`src/rtl/cba_pkg.sv`:
```
// ----------------------------------------------------------------------------
// cba_pkg
// Shared types and constants of the contiguous block allocator.
// ----------------------------------------------------------------------------
package cba_pkg;

   localparam int NUM_BLOCKS = 1024;
   localparam int IDX_W      = $clog2(NUM_BLOCKS);
   localparam int CNT_W      = $clog2(NUM_BLOCKS + 1);
   localparam int SIZE_W     = 32;
   localparam int BS_W       = 25;
   localparam int BYTES_W    = 40;
   localparam int SERIAL_W   = 32;
   localparam int HEAD_W     = SIZE_W + 1;
   localparam int DIV_STEPS  = SIZE_W;
   localparam int DSTEP_W    = $clog2(DIV_STEPS);

   localparam logic [BS_W-1:0]    BLOCK_SIZE_RESET = BS_W'(65536);
   localparam logic [BYTES_W-1:0] BYTES_MAX        = {BYTES_W{1'b1}};

   typedef enum logic [0:0] {
      CSR_BLOCK_SIZE  = 1'b0,
      CSR_POOL_BLOCKS = 1'b1
   } csr_index_type;

   typedef enum logic [0:0] {
      CMD_ALLOC = 1'b0,
      CMD_FREE  = 1'b1
   } cmd_type;

   typedef enum logic [1:0] {
      STATUS_OK         = 2'd0,
      STATUS_ZERO_SIZE  = 2'd1,
      STATUS_NO_FIT     = 2'd2,
      STATUS_BAD_HANDLE = 2'd3
   } status_type;

   typedef enum logic [3:0] {
      ST_CLEAR,
      ST_IDLE,
      ST_HEAD_CHK,
      ST_DIV,
      ST_SCAN,
      ST_MARK,
      ST_RELEASE,
      ST_COUNT,
      ST_DONE
   } state_type;

   typedef struct packed {
      logic             start;
      logic [SIZE_W-1:0] dividend;
      logic [BS_W-1:0]  divisor;
   } div_req_type;

   typedef struct packed {
      logic              done;
      logic [SIZE_W-1:0] quotient;
   } div_rsp_type;

endpackage

```
`src/rtl/cba_div.sv`:
```
// ----------------------------------------------------------------------------
// cba_div
// Iterative restoring divider, one quotient bit per cycle, rounding up.
// ----------------------------------------------------------------------------
module cba_div
(
   input  logic                 clock,
   input  logic                 reset,
   input  cba_pkg::div_req_type req,
   output cba_pkg::div_rsp_type rsp
);
   import cba_pkg::*;

   logic [SIZE_W-1:0]  q_ff, q_in;
   logic [BS_W:0]      r_ff, r_in;
   logic [BS_W-1:0]    d_ff, d_in;
   logic [DSTEP_W-1:0] step_ff, step_in;
   logic               busy_ff, busy_in;
   logic               done_ff, done_in;
   logic [BS_W:0]      r_shift;
   logic [BS_W+1:0]    diff;

   always_comb begin
      q_in    = q_ff;
      r_in    = r_ff;
      d_in    = d_ff;
      step_in = step_ff;
      busy_in = busy_ff;
      done_in = 1'b0;
      r_shift = {r_ff[BS_W-1:0], q_ff[SIZE_W-1]};
      diff    = {1'b0, r_shift} - {2'b00, d_ff};
      if (req.start) begin
         q_in    = req.dividend;
         r_in    = '0;
         d_in    = (req.divisor == '0) ? BS_W'(1) : req.divisor;
         step_in = '0;
         busy_in = 1'b1;
      end else if (busy_ff) begin
         // shift in one dividend bit, subtract when it fits
         if (!diff[BS_W+1]) begin
            r_in = diff[BS_W:0];
            q_in = {q_ff[SIZE_W-2:0], 1'b1};
         end else begin
            r_in = r_shift;
            q_in = {q_ff[SIZE_W-2:0], 1'b0};
         end
         step_in = step_ff + 1'b1;
         if (step_ff == DSTEP_W'(DIV_STEPS - 1)) begin
            busy_in = 1'b0;
            done_in = 1'b1;
         end
      end
   end

   always_ff @(posedge clock) begin
      if (reset) begin
         busy_ff <= 1'b0;
         done_ff <= 1'b0;
      end else begin
         busy_ff <= busy_in;
         done_ff <= done_in;
      end
      q_ff    <= q_in;
      r_ff    <= r_in;
      d_ff    <= d_in;
      step_ff <= step_in;
   end

   assign rsp.done     = done_ff;
   assign rsp.quotient = q_ff + SIZE_W'(r_ff != '0);

endmodule

```
`config.mk`:
```
export PLATFORM = sky130hd
export DESIGN_NAME = cba_div
export DESIGN_NICKNAME = d
export VERILOG_FILES = /design/src/rtl/cba_pkg.sv /design/src/rtl/cba_div.sv
export SDC_FILE = /design/constraint.sdc
export NUM_CORES = 1
export LEC_CHECK = 0
export BUFFER_PORTS_ARGS = -buffer_cell sky130_fd_sc_hd__buf_2
export CORE_AREA = 5 5 107 109
export DETAILED_ROUTE_END_ITERATION = 8
export DIE_AREA = 0 0 112 114
export GPL_TIMING_DRIVEN = 0
export PLACE_DENSITY = 0.8
export SETUP_SLACK_MARGIN = 0.02
export SYNTH_ARGS = -nofsm -noshare
export SYNTH_HDL_FRONTEND = slang
export SYNTH_SLANG_ARGS = --single-unit
```
`constraint.sdc`:
```
create_clock -name clock -period 3.92 [get_ports clock]
set_clock_uncertainty 0.1 [all_clocks]
set_input_delay 0.588 -clock clock [delete_from_list [all_inputs] [get_ports clock]]
set_output_delay 0.588 -clock clock [all_outputs]
set_load 0.005 [all_outputs]
```
==> key figures <==
Power
  – VDD IR-drop max: 190 uV
  – Final total power: 2560 uW
  – Pleak: 0.00283 uW
  – Pwr Density: 378 nW/um^2

Drt
  – Antenna Nets Post-Route: 0
  – Routed via count: 4686
  – DRT iter0 DRCs: 325
  – Total Wirelength: 13.5 mm
  – First-pass iteration count of the detailed router: 5
  – Post-DR vias/cell: 5.63
  – DRC violations left: 0
  – Wirelength per Cell: 16.3 um

Synthesis
  – Yosys warns: 0
  – Mux contribution to synthesized area: 7.53%
  – #FFs+latches synth: 90
  – Xor/xnor share of the synthesized area: 7.98%
  – Post-synthesis adder-cell area fraction: 6.58%
  – Area share of the largest cell type after synthesis: 29.4%
  – Synth Area in Compound Gates: 15.9%
  – Top post-synthesis cells by count: edfxtp_1, nor2_1, nand2_1, inv_1, xnor2_1
  – Synth area leader: edfxtp_1
  – Avg Synthesized Cell Area: 9.98 sq um
  – Area contributors post-synth: edfxtp_1, dfxtp_1, ha_1, mux2_2, xnor2_1
  – Most common cell in the netlist: edfxtp_1
  – Largest family of logic cells by synthesized area: compound AO/OA/AOI/OAI gates
  – Post-synth ARST share: 0%
  – Post-synthesis simple-gate area fraction: 14.6%
  – Post-synth net total: 673
  – Synth Instances: 583
  – Number of flops mapped to enable cells by yosys: 57
  – Distinct cell type count after synthesis: 67
  – Ys flop type: edfxtp_1
  – Seq/Total Area, Yosys: 40.8%
  – Mapped Area: 5820 sq um

Finish
  – Syn-to-layout area delta: 16.3%
  – Final Non-Filler Cells: 833
  – Fillers: 858
  – Ant diodes: 0
  – Post-route cell area: 6760 sq um
  – Layout cells sized above 1: 28.3%
  – Final net count: 778

CTS
  – Number of CTS-inserted buffers: 9
  – CTS tree: built
  – Worst-Skew Late Latency: 0.36 ns
  – Clk buf depth: 2
  – H-tree levels: 3
  – Clk slew on worst S/H paths: 0.09 ns
  – CTS Hold Bufs: 0
  – Clk sinks: 90
  – Clock root buffer: clkbuf_8

Critical path
  – Setup crit end kind: output pin
  – Largest delay share family, worst path: simple AND/OR/NAND/NOR gates
  – Levels on crit path: 12
  – Crit-path max cell delay: 0.54 ns
  – Critical path origin: r_ff[2]
  – CP most frequent cell: and3_4
  – Worst reg-to-reg path cell count: 15
  – CP Cell Sequence: or4_4 -> nor4_4 -> nand4_1 -> ha_2 -> ha_4 -> and3_4 -> and3_4 -> nor2b_4 -> nand2_4 -> nor2_2 -> xor2_1 -> buf_2
  – Crit-path slowest cell: or4_4
  – Arrival time worst endpoint: 3.12 ns
  – Crit-path max FO: 4
  – Crit path buffers/inverters: 1
  – Worst Path Required: 3.23 ns
  – R2R Path Start: q_ff[31]
  – CP Launch Type: flip-flop
  – Kind of critical path: flip-flop to output pin

Floorplanning
  – Die Area: 12800 sq um
  – Core Rows: 38
  – Core area: 10500 sq um
  – Die Height: 114 um
  – IO Count: 93
  – Die Wd: 112 um
  – Initial Util: 55.3%

Job
  – Count of maximum capacitance violations: 0

Global route
  – Total grt overflow: 0
  – GRT Total Usage: 21.0%
  – Initial antenna violation count: 0
  – Largest net degree at the start of global routing: 33
  – Vias in the first global route: 4633
  – First-pass GRT wire length: 21.8 mm

Timing
  – Slew headroom: 51.6%
  – Final Max Slew Viols: 0
  – Final hold vios: 0
  – Tmin final: 3.81 ns
  – RSZ-0062 raised after global routing: yes
  – Worst Tran Pin Value: 0.726 ns
  – Final setup fails: 0
  – Fmax: 0.263 GHz
  – Fin crit share: 97.1%
  – Total negative slack: 0 ns

Outcome
  – Status: finished, final reports clean

Hold path
  – Min-Delay Path Depth: 2
  – Worst Min Path Start: reset
  – Worst hold path type: primary input to flip-flop

Placement
  – Routability cong.: 0.887
  – Detailed Place HPWL: 10.2 mm
  – Placed cells: 815
  – Port Buffers: 92
  – Placed Area: 6450 sq um
## final timing paths
kind / end / slack, ns
max: rsp[28] / 0.11
min: busy_ff / 0.31
max reg2reg: r_ff[3] / 0.41
min reg2reg: r_ff[25] / 0.41
## flip-flops by register name, summed over array words and instances, names as in the netlist
signal   count
r_ff        26
step_ff      5
q_ff        32
busy_ff      1
d_ff        25
done_ff      1
## per-stage QoR
stage	utilization [%]	worst slack [ns]	hold slack, ns
CTS	63.6	0.00137	0.304
global route	64.3	-0.00138	0.312
detailed placement	61.4	0.0879	0.392
finish	64.3	0.112	0.309
global placement	61.4	0.154	0.380
floorplan	-	0.773	0.363
## layout make-up
cell class / instances / area, sq um / area share, %
buffer: 45 / 246 / 3.65
multi-input combinational: 411 / 3170 / 46.8
tap: 140 / 175 / 2.59
sequential: 90 / 2380 / 35.2
clock buffer: 10 / 128 / 1.89
inverter: 37 / 139 / 2.05
timing repair buffer: 94 / 475 / 7.03
clock inverter: 6 / 55.1 / 0.814
## worst reg2reg max path, cell delays in order, from the launching register on
cell      delay [ns]
edfxtp_1        0.40
inv_1           0.12
ha_1            0.20
inv_1           0.06
fa_1            0.40
a21o_1          0.20
a221oi_2        0.54
o21ai_4         0.16
a311oi_4        0.38
o31a_4          0.21
buf_8           0.14
buf_6           0.16
nand2_1         0.07
o211ai_1        0.10
o21ai_1         0.10
nor2_1          0.10
## routing by layer
| metal | share of wire, % | global-route usage, % | routed length, um | vias to the layer above |
|---|---|---|---|---|
| met4 | 0.81 | 6.17 | 110 | 0 |
| met5 | 0 | 0 | 0 | - |
| met2 | 49 | 36.4 | 6600 | 153 |
| li1 | - | - | - | 2301 |
| met3 | 6.1 | 4.35 | 830 | 14 |
| met1 | 44 | 26.6 | 6000 | 2218 |
## placed cells by master, fill, tap and decap left out, types with 6 or more instances in the layout
cell,instances
clkbuf_8,11
nand4_1,6
inv_1,37
a21oi_1,23
a211oi_1,9
mux2_2,30
edfxtp_1,57
nor3_1,6
clkbuf_1,32
nor4_1,9
nand2_1,39
ha_1,27
nor2_1,49
buf_2,93
o21ai_0,16
o211ai_1,7
and3_1,12
xor2_1,19
mux2i_1,10
o21ai_1,9
nand3_1,17
dfxtp_1,31
xnor2_1,34
## where the power goes
| group | total, uW | leakage, uW | switching (uW) | internal, uW |
|---|---|---|---|---|
| clock network | 618 | 0.0000932 | 328 | 290 |
| registers | 1190 | 0.000840 | 83.4 | 1100 |
| logic | 749 | 0.00190 | 405 | 343 |
| total | 2560 | 0.00283 | 817 | 1740 |
## cell families (layout without fill, tap and decap cells)
family | after synthesis | after routing
fa+ha+maj | 30 | 30
mux | 40 | 40
xor+xnor | 53 | 53
simple gates | 173 | 173
flops | 90 | 90
buf+inv | 82 | 192
compound gates | 115 | 115
## what timing repair did
action,4_1_cts,5_1_grt
setup buffers,1,1
pin swaps,5,5
gates cloned,0,0
endpoints found under the setup margin,9,10
resized for setup,10,17
Note: power is estimated with default switching activity, not from simulation.
